<file path="config.mk">
export PLATFORM = sky130hd
export DESIGN_NAME = min_max_normalizer_core
export DESIGN_NICKNAME = d
export VERILOG_FILES = /design/src/rtl/core/mmn_pkg.sv /design/src/rtl/core/mmn_divider.sv /design/src/rtl/core/mmn_datapath.sv /design/src/rtl/core/mmn_ctrl.sv /design/src/rtl/core/min_max_normalizer_core.sv
export VERILOG_INCLUDE_DIRS = /design/src /design/src/rtl/core
export SDC_FILE = /design/constraint.sdc
export NUM_CORES = 2
export LEC_CHECK = 0
export ABC_CLOCK_PERIOD_IN_PS = 5200
export BUFFER_PORTS_ARGS = -buffer_cell sky130_fd_sc_hd__buf_4
export CORE_MARGIN = 2
export CORE_UTILIZATION = 40
export CTS_CLUSTER_DIAMETER = 120
export DETAILED_ROUTE_END_ITERATION = 10
export GPL_ROUTABILITY_DRIVEN = 0
export PLACE_DENSITY = 0.55
export REMOVE_ABC_BUFFERS = 1
export SYNTH_ARGS = -nofsm -noshare
export SYNTH_HDL_FRONTEND = slang
export SYNTH_SLANG_ARGS = --single-unit
</file>
<file path="constraint.sdc">
create_clock -name clock -period 5.2 [get_ports clock]
set_input_delay 0.78 -clock clock [delete_from_list [all_inputs] [get_ports clock]]
set_output_delay 0.78 -clock clock [all_outputs]
set_load 0.005 [all_outputs]
</file>
<file path="src/rtl/core/min_max_normalizer_core_defines.svh">
// ----------------------------------------------------------------------------
// min_max_normalizer_core_defines.svh
// Assertion macros shared by the normalizer RTL. Empty in synthesis builds.
// ----------------------------------------------------------------------------
`ifndef MIN_MAX_NORMALIZER_CORE_DEFINES_SVH
`define MIN_MAX_NORMALIZER_CORE_DEFINES_SVH

`ifndef SYNTHESIS

// same-cycle implication, checked outside reset
`define MMN_ASSERT_IMPL(label, clk, rst, ante, cons) \
   label: assert property (@(posedge clk) disable iff (rst) (ante) |-> (cons)) \
      else $error("normalizer same-cycle check failed");

// next-cycle implication, checked outside reset
`define MMN_ASSERT_NEXT(label, clk, rst, ante, cons) \
   label: assert property (@(posedge clk) disable iff (rst) (ante) |=> (cons)) \
      else $error("normalizer next-cycle check failed");

`else

`define MMN_ASSERT_IMPL(label, clk, rst, ante, cons)
`define MMN_ASSERT_NEXT(label, clk, rst, ante, cons)

`endif

`endif

</file>
<file path="src/rtl/core/mmn_pkg.sv">
// ----------------------------------------------------------------------------
// mmn_pkg
// Types, widths and constants shared by the min-max normalizer modules.
// ----------------------------------------------------------------------------
`default_nettype none

package mmn_pkg;

   // buffer geometry
   localparam int DEPTH  = 64;
   localparam int ADDR_W = (DEPTH > 1) ? $clog2(DEPTH) : 1;
   localparam int CNT_W  = $clog2(DEPTH + 1);

   // datapath widths
   localparam int SAMPLE_W = 32;
   localparam int NORM_W   = 17;
   localparam int QUO_W    = NORM_W;
   localparam int DEN_W    = SAMPLE_W + 1;
   localparam int NUM_W    = DEN_W + QUO_W;
   localparam int STEP_W   = $clog2(QUO_W + 1);

   // fixed-point constants
   localparam logic [NORM_W-1:0] ONE_Q16  = 17'h10000;
   localparam logic [NORM_W-1:0] HALF_Q16 = 17'h08000;
   localparam logic signed [SAMPLE_W-1:0] SAMPLE_MAX = 32'sh7FFF_FFFF;
   localparam logic signed [SAMPLE_W-1:0] SAMPLE_MIN = 32'sh8000_0000;

   // register port
   localparam int CSR_ADDR_W = 3;
   localparam int CSR_DATA_W = 32;
   localparam logic [CSR_ADDR_W-3:0] REG_INVERT_IDX = '0;

   // input word
   typedef struct packed {
      logic signed [SAMPLE_W-1:0] sample_value;
      logic                       sample_missing;
      logic                       sample_last;
   } req_type;

   // result word
   typedef struct packed {
      logic [NORM_W-1:0] norm_value;
      logic              norm_missing;
      logic              norm_last;
   } rsp_type;

   // controller to datapath commands
   typedef struct packed {
      logic load;
      logic start;
      logic read;
      logic diff;
      logic div_start;
      logic result_load;
      logic advance;
      logic clear;
   } ctrl_cmd_type;

   // datapath to controller status
   typedef struct packed {
      logic skip;
      logic at_last;
      logic div_done;
   } dp_status_type;

endpackage

`default_nettype wire

</file>
<file path="src/rtl/core/mmn_divider.sv">
// ----------------------------------------------------------------------------
// mmn_divider
// Restoring divider, one quotient bit per cycle, QUO_W quotient bits per division.
// ----------------------------------------------------------------------------
`default_nettype none
`include "min_max_normalizer_core_defines.svh"

module mmn_divider
   import mmn_pkg::*;
(
   input  wire logic             clock,
   input  wire logic             reset,
   input  wire logic             start,
   input  wire logic [NUM_W-1:0] dividend,
   input  wire logic [DEN_W-1:0] divisor,
   output logic      [QUO_W-1:0] quotient,
   output logic                  done
);

   logic [DEN_W-1:0]  rem_ff, rem_in;
   logic [QUO_W-1:0]  low_ff;
   logic [QUO_W-1:0]  quo_ff;
   logic [DEN_W-1:0]  den_ff;
   logic [STEP_W-1:0] step_ff;
   logic              busy_ff;
   logic              done_ff;

   logic [DEN_W:0] trial;
   logic [DEN_W:0] trial_sub;
   logic           take;

   // one trial subtraction
   always_comb begin
      trial     = {rem_ff, low_ff[QUO_W-1]};
      trial_sub = trial - {1'b0, den_ff};
      take      = (trial >= {1'b0, den_ff});
      rem_in    = take ? trial_sub[DEN_W-1:0] : trial[DEN_W-1:0];
   end

   // control: busy flag, step count, done flag
   always_ff @(posedge clock) begin
      if (reset) begin
         busy_ff <= 1'b0;
         done_ff <= 1'b0;
         step_ff <= '0;
      end else if (start) begin
         busy_ff <= 1'b1;
         done_ff <= 1'b0;
         step_ff <= '0;
      end else if (busy_ff) begin
         step_ff <= step_ff + STEP_W'(1);
         if (step_ff == STEP_W'(QUO_W - 1)) begin
            busy_ff <= 1'b0;
            done_ff <= 1'b1;
         end
      end
   end

   // operands; upper dividend bits start below the divisor
   always_ff @(posedge clock) begin
      if (start) begin
         rem_ff <= dividend[NUM_W-1:QUO_W];
         low_ff <= dividend[QUO_W-1:0];
         den_ff <= divisor;
         quo_ff <= '0;
      end else if (busy_ff) begin
         rem_ff <= rem_in;
         low_ff <= {low_ff[QUO_W-2:0], 1'b0};
         quo_ff <= {quo_ff[QUO_W-2:0], take};
      end
   end

   assign quotient = quo_ff;
   assign done     = done_ff;

   `MMN_ASSERT_NEXT(a_start_clears_done, clock, reset, start, !done_ff && busy_ff)

endmodule

`default_nettype wire

</file>
<file path="src/rtl/core/mmn_datapath.sv">
// ----------------------------------------------------------------------------
// mmn_datapath
// Sample buffer, running statistics, divider and result register.
// ----------------------------------------------------------------------------
`default_nettype none
`include "min_max_normalizer_core_defines.svh"

module mmn_datapath
   import mmn_pkg::*;
(
   input  wire logic          clock,
   input  wire logic          reset,
   input  wire ctrl_cmd_type  cmd,
   input  wire req_type       req_word,
   input  wire logic          invert,
   output dp_status_type      status,
   output rsp_type            rsp_word
);

   // buffer memories
   logic [SAMPLE_W-1:0] sample_mem [DEPTH];
   logic                missing_mem [DEPTH];

   logic [CNT_W-1:0]           stored_cnt_ff;
   logic [CNT_W-1:0]           present_cnt_ff;
   logic signed [SAMPLE_W-1:0] min_ff;
   logic signed [SAMPLE_W-1:0] max_ff;
   logic [ADDR_W-1:0]          idx_ff;
   logic [SAMPLE_W-1:0]        range_ff;
   logic                       flat_ff;
   logic [SAMPLE_W-1:0]        rd_value_ff;
   logic                       rd_missing_ff;
   logic [SAMPLE_W-1:0]        diff_ff;
   rsp_type                    rsp_ff, rsp_in;

   logic              full;
   logic              store_en;
   logic              at_last;
   logic [NUM_W-1:0]  div_num;
   logic [DEN_W-1:0]  div_den;
   logic [QUO_W-1:0]  div_quo;
   logic              div_done;
   logic [NORM_W-1:0] quo_sat;

   assign full     = (stored_cnt_ff == CNT_W'(DEPTH));
   assign store_en = cmd.load && !full;
   assign at_last  = ((CNT_W'(idx_ff) + CNT_W'(1)) == stored_cnt_ff);

   // buffer write
   always_ff @(posedge clock) begin
      if (store_en) begin
         sample_mem[stored_cnt_ff[ADDR_W-1:0]]  <= req_word.sample_value;
         missing_mem[stored_cnt_ff[ADDR_W-1:0]] <= req_word.sample_missing;
      end
   end

   // buffer read, registered
   always_ff @(posedge clock) begin
      if (cmd.read) begin
         rd_value_ff   <= sample_mem[idx_ff];
         rd_missing_ff <= missing_mem[idx_ff];
      end
   end

   // running statistics
   always_ff @(posedge clock) begin
      if (reset || cmd.clear) begin
         stored_cnt_ff  <= '0;
         present_cnt_ff <= '0;
         min_ff         <= SAMPLE_MAX;
         max_ff         <= SAMPLE_MIN;
      end else if (store_en) begin
         stored_cnt_ff <= stored_cnt_ff + CNT_W'(1);
         if (!req_word.sample_missing) begin
            present_cnt_ff <= present_cnt_ff + CNT_W'(1);
            if (req_word.sample_value < min_ff) min_ff <= req_word.sample_value;
            if (req_word.sample_value > max_ff) max_ff <= req_word.sample_value;
         end
      end
   end

   // emission index
   always_ff @(posedge clock) begin
      if (reset || cmd.start) begin
         idx_ff <= '0;
      end else if (cmd.advance) begin
         idx_ff <= idx_ff + ADDR_W'(1);
      end
   end

   // range and flat flag, fixed for one emission pass
   always_ff @(posedge clock) begin
      if (cmd.start) begin
         range_ff <= max_ff - min_ff;
         flat_ff  <= (present_cnt_ff < CNT_W'(2)) || (max_ff == min_ff);
      end
   end

   // offset from minimum
   always_ff @(posedge clock) begin
      if (cmd.diff) begin
         diff_ff <= rd_value_ff - min_ff;
      end
   end

   // rounded quotient: (2*d*2^16 + range) / (2*range)
   assign div_num = NUM_W'({diff_ff, {QUO_W{1'b0}}}) + NUM_W'(range_ff);
   assign div_den = {range_ff, 1'b0};

   mmn_divider u_divider (
      .clock    (clock),
      .reset    (reset),
      .start    (cmd.div_start),
      .dividend (div_num),
      .divisor  (div_den),
      .quotient (div_quo),
      .done     (div_done)
   );

   // result selection
   always_comb begin
      quo_sat = (div_quo > ONE_Q16) ? ONE_Q16 : div_quo;
      rsp_in.norm_last = at_last;
      if (flat_ff) begin
         rsp_in.norm_value   = HALF_Q16;
         rsp_in.norm_missing = 1'b0;
      end else if (rd_missing_ff) begin
         rsp_in.norm_value   = '0;
         rsp_in.norm_missing = 1'b1;
      end else begin
         rsp_in.norm_value   = invert ? (ONE_Q16 - quo_sat) : quo_sat;
         rsp_in.norm_missing = 1'b0;
      end
   end

   always_ff @(posedge clock) begin
      if (cmd.result_load) begin
         rsp_ff <= rsp_in;
      end
   end

   assign rsp_word        = rsp_ff;
   assign status.skip     = flat_ff || rd_missing_ff;
   assign status.at_last  = at_last;
   assign status.div_done = div_done;

   `MMN_ASSERT_IMPL(a_count_bound, clock, reset, 1'b1, stored_cnt_ff <= CNT_W'(DEPTH))
   `MMN_ASSERT_IMPL(a_present_le_stored, clock, reset, 1'b1, present_cnt_ff <= stored_cnt_ff)

endmodule

`default_nettype wire

</file>
<file path="src/rtl/core/mmn_ctrl.sv">
// ----------------------------------------------------------------------------
// mmn_ctrl
// Sequencer: loading, per-result read / divide / deliver steps.
// ----------------------------------------------------------------------------
`default_nettype none
`include "min_max_normalizer_core_defines.svh"

module mmn_ctrl
   import mmn_pkg::*;
(
   input  wire logic          clock,
   input  wire logic          reset,
   input  wire logic          req_valid,
   input  wire logic          req_last,
   input  wire logic          rsp_ready,
   input  wire dp_status_type status,
   output logic               req_ready,
   output logic               rsp_valid,
   output ctrl_cmd_type       cmd
);

   localparam logic [2:0] S_LOAD  = 3'd0;
   localparam logic [2:0] S_START = 3'd1;
   localparam logic [2:0] S_READ  = 3'd2;
   localparam logic [2:0] S_DIFF  = 3'd3;
   localparam logic [2:0] S_DIVGO = 3'd4;
   localparam logic [2:0] S_DIV   = 3'd5;
   localparam logic [2:0] S_OUT   = 3'd6;

   logic [2:0] state_ff, state_in;

   // next state and commands
   always_comb begin
      state_in  = state_ff;
      cmd       = '0;
      req_ready = 1'b0;
      rsp_valid = 1'b0;
      case (state_ff)
         S_LOAD: begin
            req_ready = 1'b1;
            if (req_valid) begin
               cmd.load = 1'b1;
               if (req_last) state_in = S_START;
            end
         end
         S_START: begin
            cmd.start = 1'b1;
            state_in  = S_READ;
         end
         S_READ: begin
            cmd.read = 1'b1;
            state_in = S_DIFF;
         end
         S_DIFF: begin
            cmd.diff = 1'b1;
            if (status.skip) begin
               cmd.result_load = 1'b1;
               state_in        = S_OUT;
            end else begin
               state_in = S_DIVGO;
            end
         end
         S_DIVGO: begin
            cmd.div_start = 1'b1;
            state_in      = S_DIV;
         end
         S_DIV: begin
            if (status.div_done) begin
               cmd.result_load = 1'b1;
               state_in        = S_OUT;
            end
         end
         S_OUT: begin
            rsp_valid = 1'b1;
            if (rsp_ready) begin
               if (status.at_last) begin
                  cmd.clear = 1'b1;
                  state_in  = S_LOAD;
               end else begin
                  cmd.advance = 1'b1;
                  state_in    = S_READ;
               end
            end
         end
         default: begin
            state_in = S_LOAD;
         end
      endcase
   end

   always_ff @(posedge clock) begin
      if (reset) begin
         state_ff <= S_LOAD;
      end else begin
         state_ff <= state_in;
      end
   end

   `MMN_ASSERT_IMPL(a_sides_exclusive, clock, reset, 1'b1, !(req_ready && rsp_valid))
   `MMN_ASSERT_NEXT(a_last_word_reloads, clock, reset, rsp_valid && rsp_ready && status.at_last, req_ready)

endmodule

`default_nettype wire

</file>
<file path="src/rtl/core/min_max_normalizer_core.sv">
// ----------------------------------------------------------------------------
// min_max_normalizer_core
// Min-max normalization of a vector of signed Q16.16 samples to Q1.16.
// ----------------------------------------------------------------------------
// Samples load one word per cycle into a 64-entry buffer while the minimum,
// maximum and present count are tracked; words past the buffer depth are
// dropped. The word marked last starts emission: a setup step, then one
// result per stored sample, in order. A result that needs a division goes
// through read, offset, divider load, the shared restoring divider at one
// quotient bit per cycle, result load and delivery; a missing sample, or
// any sample of a vector with fewer than two present or all-equal samples,
// goes through read, result load and delivery. Delivery waits while the
// result side stalls. New samples are accepted again the cycle after the
// final result is taken.
// Register 0 (byte address 0, bit 0) sets invert: results become 1.0 minus
// the normalized value. No clearing pass is needed after reset.
// ----------------------------------------------------------------------------
`default_nettype none

module min_max_normalizer_core
   import mmn_pkg::*;
(
   input  wire logic                  clock,
   input  wire logic                  reset,
   // sample side
   input  wire logic                  req_valid,
   output logic                       req_ready,
   input  wire req_type               req_data,
   // result side
   output logic                       rsp_valid,
   input  wire logic                  rsp_ready,
   output rsp_type                    rsp_data,
   // register port
   input  wire logic                  csr_psel,
   input  wire logic                  csr_penable,
   input  wire logic                  csr_pwrite,
   input  wire logic [CSR_ADDR_W-1:0] csr_paddr,
   input  wire logic [CSR_DATA_W-1:0] csr_pwdata,
   output logic      [CSR_DATA_W-1:0] csr_prdata,
   output logic                       csr_pready
);

   logic          invert_ff;
   logic          reg_hit;
   ctrl_cmd_type  cmd;
   dp_status_type status;

   // register decode
   assign reg_hit    = (csr_paddr[CSR_ADDR_W-1:2] == REG_INVERT_IDX);
   assign csr_pready = 1'b1;
   assign csr_prdata = reg_hit ? {{(CSR_DATA_W-1){1'b0}}, invert_ff} : '0;

   always_ff @(posedge clock) begin
      if (reset) begin
         invert_ff <= 1'b0;
      end else if (csr_psel && csr_penable && csr_pwrite && csr_pready && reg_hit) begin
         invert_ff <= csr_pwdata[0];
      end
   end

   mmn_ctrl u_ctrl (
      .clock     (clock),
      .reset     (reset),
      .req_valid (req_valid),
      .req_last  (req_data.sample_last),
      .rsp_ready (rsp_ready),
      .status    (status),
      .req_ready (req_ready),
      .rsp_valid (rsp_valid),
      .cmd       (cmd)
   );

   mmn_datapath u_datapath (
      .clock    (clock),
      .reset    (reset),
      .cmd      (cmd),
      .req_word (req_data),
      .invert   (invert_ff),
      .status   (status),
      .rsp_word (rsp_data)
   );

endmodule

`default_nettype wire
</file>
After elaboration in Yosys (flattened, before gate mapping)
Memory sizes are Yosys's and may differ from the RTL's. A register that Yosys moved wholly into a read port is not among the register bits.
Index checks and enable logic that the tools add are counted.
- word-level logic and storage cells: 108
- output and inout port bits: 54
- bits in writable memories: 2112
- memories: 2
- register bits after elaboration: 278
- reductions and logical operators: 18
- equal/unequal tests: 14
- mux-type cells: 36
- bitwise operators: 2
- add/sub/neg operators: 10
- $lt $le $gt $ge: 5
- memories (memory ; words ; bits a word ; read ports ; clocked after Yosys merged registers in ; wr ports ; RTL line ; source):
    u_datapath.sample_mem ; 64 ; 32 ; 1 ; 1 ; 1 ; mmn_datapath.sv:21 ; logic [SAMPLE_W-1:0] sample_mem [DEPTH];
    u_datapath.missing_mem ; 64 ; 1 ; 1 ; 1 ; 1 ; mmn_datapath.sv:22 ; logic missing_mem [DEPTH];
- operators with widths (operator ; number):
    $mux 33 ; 3
    $mux 17 ; 5
    $sub 32x32->32 ; 2
    $add 49x32->50 ; 1
    $ge 34x33->1 ; 1
    $sub 33x33->33 ; 1
    $eq 32x32->1 ; 1
    $gt 32x32->1 ; 1
    $lt 32x32->1 ; 1
    $pmux 3 s7 ; 1
    $mux 1 ; 18
    $gt 17x17->1 const B ; 1
    $sub 17x17->17 const A ; 1
    $add 7x1->7 const B ; 2
    $mux 3 ; 4
    $eq 3x3->1 const B ; 3
    $mux 2 ; 4
    $add 6x1->7 const B ; 1
    $eq 7x7->1 ; 1
    $eq 7x7->1 const B ; 1
    $lt 7x2->1 const B ; 1
    $add 6x1->6 const B ; 1
    $eq 3x2->1 const B ; 2
    $ne 2x2->1 const B ; 3
    15 further kinds ; 25

Depth between registers and ports, before layout
- word-level depth: 6
- mapped depth: 15
- mapped depth without buffers: 13

Modules after synthesis
Synthesis repeated with hierarchy kept, for this count alone.
- cells, all modules: 5248
- area, all modules: 100430.1 um^2
- modules (own cells, without submodules) (module ; instances ; area an instance (um^2) ; cells an instance):
    mmn_datapath ; 1 ; 93330.8 ; 4533
    mmn_divider ; 1 ; 6528.8 ; 642
    min_max_normalizer_core ; 1 ; 309.0 ; 40
    mmn_ctrl ; 1 ; 261.5 ; 33

Worst setup path before layout
OpenSTA, ideal clock, no wires.
- path type: register -> register
- start: register u_ctrl.state_ff[0]
- end: register u_datapath.idx_ff[0]
- cell stages (with the launch flop): 6
- data arrival time: 3473 ps
- clock period less this slack: 3593 ps
- library setup time: 121 ps
- path slack: 1607 ps
- path through: dfxtp_1 inv_1 nor3_1 or2_2 buf_1 nor2_1
- longest elaborated chain between the ends: 3
- elaborated cells on any way between the ends: 5
- those cells by class: 2 x eq/ne; 2 x mux; 1 x reduce/logical
- RTL lines (item ; RTL line ; source):
    start: declaration ; mmn_ctrl.sv:30 ; logic [2:0] state_ff, state_in;
    start signal: assignment ; mmn_ctrl.sv:95 ; state_ff <= state_in;
    $eq 3x1->1 ; mmn_ctrl.sv:38 ; case (state_ff)
    $mux 1 ; mmn_ctrl.sv:38 ;
    $logic_or 1x1->1 ; mmn_datapath.sv:84 ; if (reset || cmd.start) begin
    end signal: assignment ; mmn_datapath.sv:87 ; idx_ff <= idx_ff + ADDR_W'(1);
    end: declaration ; mmn_datapath.sv:28 ; logic [ADDR_W-1:0] idx_ff;
Several ways; a longest one is shown, not always the timed one.
A chain may end at the register's enable or synchronous reset.

Final worst setup path
- start: register u_datapath.stored_cnt_ff[3]
- end: memory u_datapath.sample_mem[18][26], enable pin
- longest elaborated chain between the ends: 5
- RTL lines (item ; RTL line ; source):
    start: declaration ; mmn_datapath.sv:24 ; logic [CNT_W-1:0] stored_cnt_ff;
    start signal: assignment ; mmn_datapath.sv:73 ; stored_cnt_ff <= stored_cnt_ff + CNT_W'(1);
    $eq 7x7->1 ; mmn_datapath.sv:45 ; assign full = (stored_cnt_ff == CNT_W'(DEPTH));
    $logic_not 1->1 ; mmn_datapath.sv:46 ; assign store_en = cmd.load && !full;
    $logic_and 1x1->1 ; mmn_datapath.sv:46 ;
    $mux 1 ; mmn_datapath.sv:51 ; if (store_en) begin
    $mux 1 (not written as such) ; mmn_datapath.sv:52 ; sample_mem[stored_cnt_ff[ADDR_W-1:0]] <= req_word.sample_value;
    end: declaration ; mmn_datapath.sv:21 ;
Several ways; a longest one is shown, not always the timed one.

==> reports/summary.txt <==
Worst-Skew Late Latency = 930 ps
vias in the first global route = 50.6k
initial antenna violation count = 36
total grt overflow = 0
outcome = complete, no violations
Vias = 49.9k
fin cells = 8,838
DRC violations left = 0
HP Class = input pin to register
post_cts resized = 0
crit-path max FO = 19
Die Span Y = 502 um
most frequent cells in the layout = edfxtp_1, mux4_2, clkbuf_16
share of synthesized registers carrying an async set or reset = 0
die width = 502 um
FF-to-FF Start = u_datapath.stored_cnt_ff[3]
Worst Hold End = invert_ff
Cell Area, Synth = 0.0993 mm2
Slew HR = 0.245
startpoint of the worst hold path = csr_pwdata[0]
clk buf depth = 4
placed insts = 8,361
H-Tree Level Count = 5
largest net degree at the start of global routing = 136
Mapped Avg Cell Area = 19.7 um2
Clock transition at path regs = 60 ps
Post-synth EDFFs = 2,311
Multi-input gate area = 0.0266 mm2
die area = 0.252 mm2
pre-CTS setup slack = 711 ps
Setup Buffers After CTS = 0
I/O pin cnt = 130
RSZ-0062 raised after global routing = no
R2R setup slack = 1260 ps
critical path data arrival time = 4480 ps
hold path cells = 3
hold-fix buffer count after cts = 0
Reg area = 0.0717 mm2
Worst setup SP type = register
Routed WL = 256,000 um
Fin. Hold Viols = 0
fmax = 254 MHz
Setup crit start = u_datapath.stored_cnt_ff[3]
RR Endpoint = u_datapath.sample_mem[18][26]
CTS tree = done
Slew Limit Fails = 0
Cell Pwr Density = 361 mW/mm2
final clock skew = 70.5 ps
fin nets = 5,589
worst-margin pin slew = 1130 ps
Num CTS Buffers = 279
# setup viols final = 0
Layout area overhead = 14.3%
fin crit share = 0.757
Rows = 182
Synth warnings = 0
synth unique cells = 83
part of the Yosys area used for sequential elements = 0.721
HPWL Detailed = 156,000 um
Core Area = 0.246 mm2
final worst slack = 1260 ps
First-pass DRT Iterations = 5
Setup crit end kind = register
shortest period the worst path allows = 3940 ps
first-pass GRT wire length = 367,000 um
IR drop worst, VDD = 0.353 mV
Clock Sinks = 2,423
final setup TNS = 0 ps
Synth Register Bits = 2,423
Critical Path RT = 5740 ps
average wire per standard cell = 28.9 um
Post-Syn Instances = 5,045
Lkg Pwr = 36.0 nW
FILL cells = 20.8k
initial cell density of the core = 0.403
Via density = 5.64
R2R depth = 6
DR iter-0 viols = 4,935
CTS root buffer = clkbuf_16
top_reg_cell synth = edfxtp_1
layout cells sized above 1 = 0.254
Total Routing Usage GR = 0.203
I/O Buffers = 64
most common cell after layout, fill and taps aside = edfxtp_1
critical path type = register to register
total of max-cap violations = 0
Antenna Nets Post-Route = 0
[area by class of cell]
| class | instances | area share |
|---|---|---|
| Sequential cell | 2423 | 0.631 |
| Multi-Input combinational cell | 2248 | 0.234 |
| Clock buffer | 353 | 0.0654 |
| Tap cell | 3312 | 0.0365 |
| Timing Repair Buffer | 239 | 0.0193 |
| Clock inverter | 122 | 0.00882 |
| Inverter | 139 | 0.00461 |
| Antenna cell | 2 | 0.0000441 |
[sequential cells by signal (all words and copies together) (netlist names), 6 cells and up]
name / flops
u_datapath.max_ff: 32
u_datapath.u_divider.quotient: 17
u_datapath.u_divider.low_ff: 17
u_datapath.diff_ff: 32
u_datapath.rsp_word: 19
u_datapath.rd_value_ff: 32
u_datapath.stored_cnt_ff: 7
u_datapath.u_divider.rem_ff: 33
u_datapath.min_ff: 32
u_datapath.u_divider.den_ff: 32
u_datapath.sample_mem: 2048
u_datapath.missing_mem: 64
u_datapath.range_ff: 32
u_datapath.idx_ff: 6
u_datapath.present_cnt_ff: 7
[logic make-up (layout without fill, tap and decap cells)]
group                      after synthesis  in the layout  share of synthesized area
muxes                                  721            721                      0.160
buffers and inverters                  404            853                     0.0177
adders and majority gates              183            183                     0.0234
xor gates and xnor gates               143            143                     0.0126
and+or+nand+nor                        666            666                     0.0314
AOI/OAI and AO/OA                      503            503                     0.0337
DFF                                   2423           2423                      0.721
other                                    2             34                  0.0000756
[worst max-delay path: stages, from the launching register on]
cell,delay [ps]
dfxtp_1,540
or3_1,720
o311ai_2,280
nor2_1,270
nand2_1,630
nor2_4,830
buf_12,280
[cells in the mapped netlist, drive strengths merged (4+ instances only)]
| cell | instances | area (um2) |
|---|---|---|
| edfxtp | 2311 | 69400 |
| mux4 | 693 | 15600 |
| nor2 | 234 | 878 |
| ha | 179 | 2240 |
| a21oi | 147 | 743 |
| nand2 | 146 | 548 |
| clkbuf | 141 | 529 |
| inv | 139 | 522 |
| buf | 124 | 707 |
| dfxtp | 112 | 2240 |
| xnor2 | 80 | 701 |
| o21ai | 77 | 393 |
| a21o | 74 | 556 |
| nand3 | 68 | 340 |
| xor2 | 63 | 552 |
| nor3 | 52 | 265 |
| a31oi | 42 | 263 |
| o31ai | 41 | 322 |
| nand2b | 35 | 219 |
| nor2b | 30 | 188 |
| a211oi | 27 | 203 |
| nand4 | 26 | 163 |
| mux2i | 25 | 250 |
| and3 | 21 | 136 |
| o211ai | 15 | 118 |
| o21a | 14 | 105 |
| or2 | 12 | 75.1 |
| o21bai | 10 | 75.1 |
| or3 | 8 | 50.1 |
| and2 | 7 | 43.8 |
| nand3b | 7 | 52.6 |
| a221o | 6 | 60.1 |
| a211o | 5 | 43.8 |
| a221oi | 5 | 61.3 |
| and4 | 5 | 43.8 |
| nor4 | 5 | 31.3 |
| a2111oi | 4 | 53.8 |
| a21boi | 4 | 30.0 |
| fa | 4 | 80.1 |
[metrics by stage]
step	cell area, um2	power [mW]	hold slack, ps	util
floorplan	98200	22.4	418	-
global placement	105000	23.0	438	0.427
detailed placement	105000	23.1	448	0.427
CTS	114000	41.4	77.3	0.461
global route	114000	42.2	109	0.461
finish	114000	41.0	136	0.461
[metal layers]
metal | share of wire | global-route usage
met4 | 0.025 | 0.0533
met2 | 0.47 | 0.323
met3 | 0.059 | 0.0309
met1 | 0.44 | 0.293
met5 | 0.00018 | 0
[worst max-delay path by stage]
stage                                               end  slack [ps]  cells after the start
final                     u_datapath.sample_mem[18][26]        1260                      6
after global placement             u_datapath.min_ff[2]         830                     12
after floorplan                   u_datapath.max_ff[31]      -21050                      8
after global routing              u_datapath.min_ff[30]        1020                     10
after CTS                 u_datapath.sample_mem[18][26]        1290                      6
after detailed placement           u_datapath.min_ff[6]         710                     12
[report_power, final]
| part | leakage (nW) | internal, mW | switching [mW] |
|---|---|---|---|
| Combinational | 10.2 | 0.313 | 0.812 |
| Clock | 4.09 | 10.8 | 7.58 |
| Sequential | 21.7 | 21.5 | 0.0541 |
(Power assumes the default switching activity.)
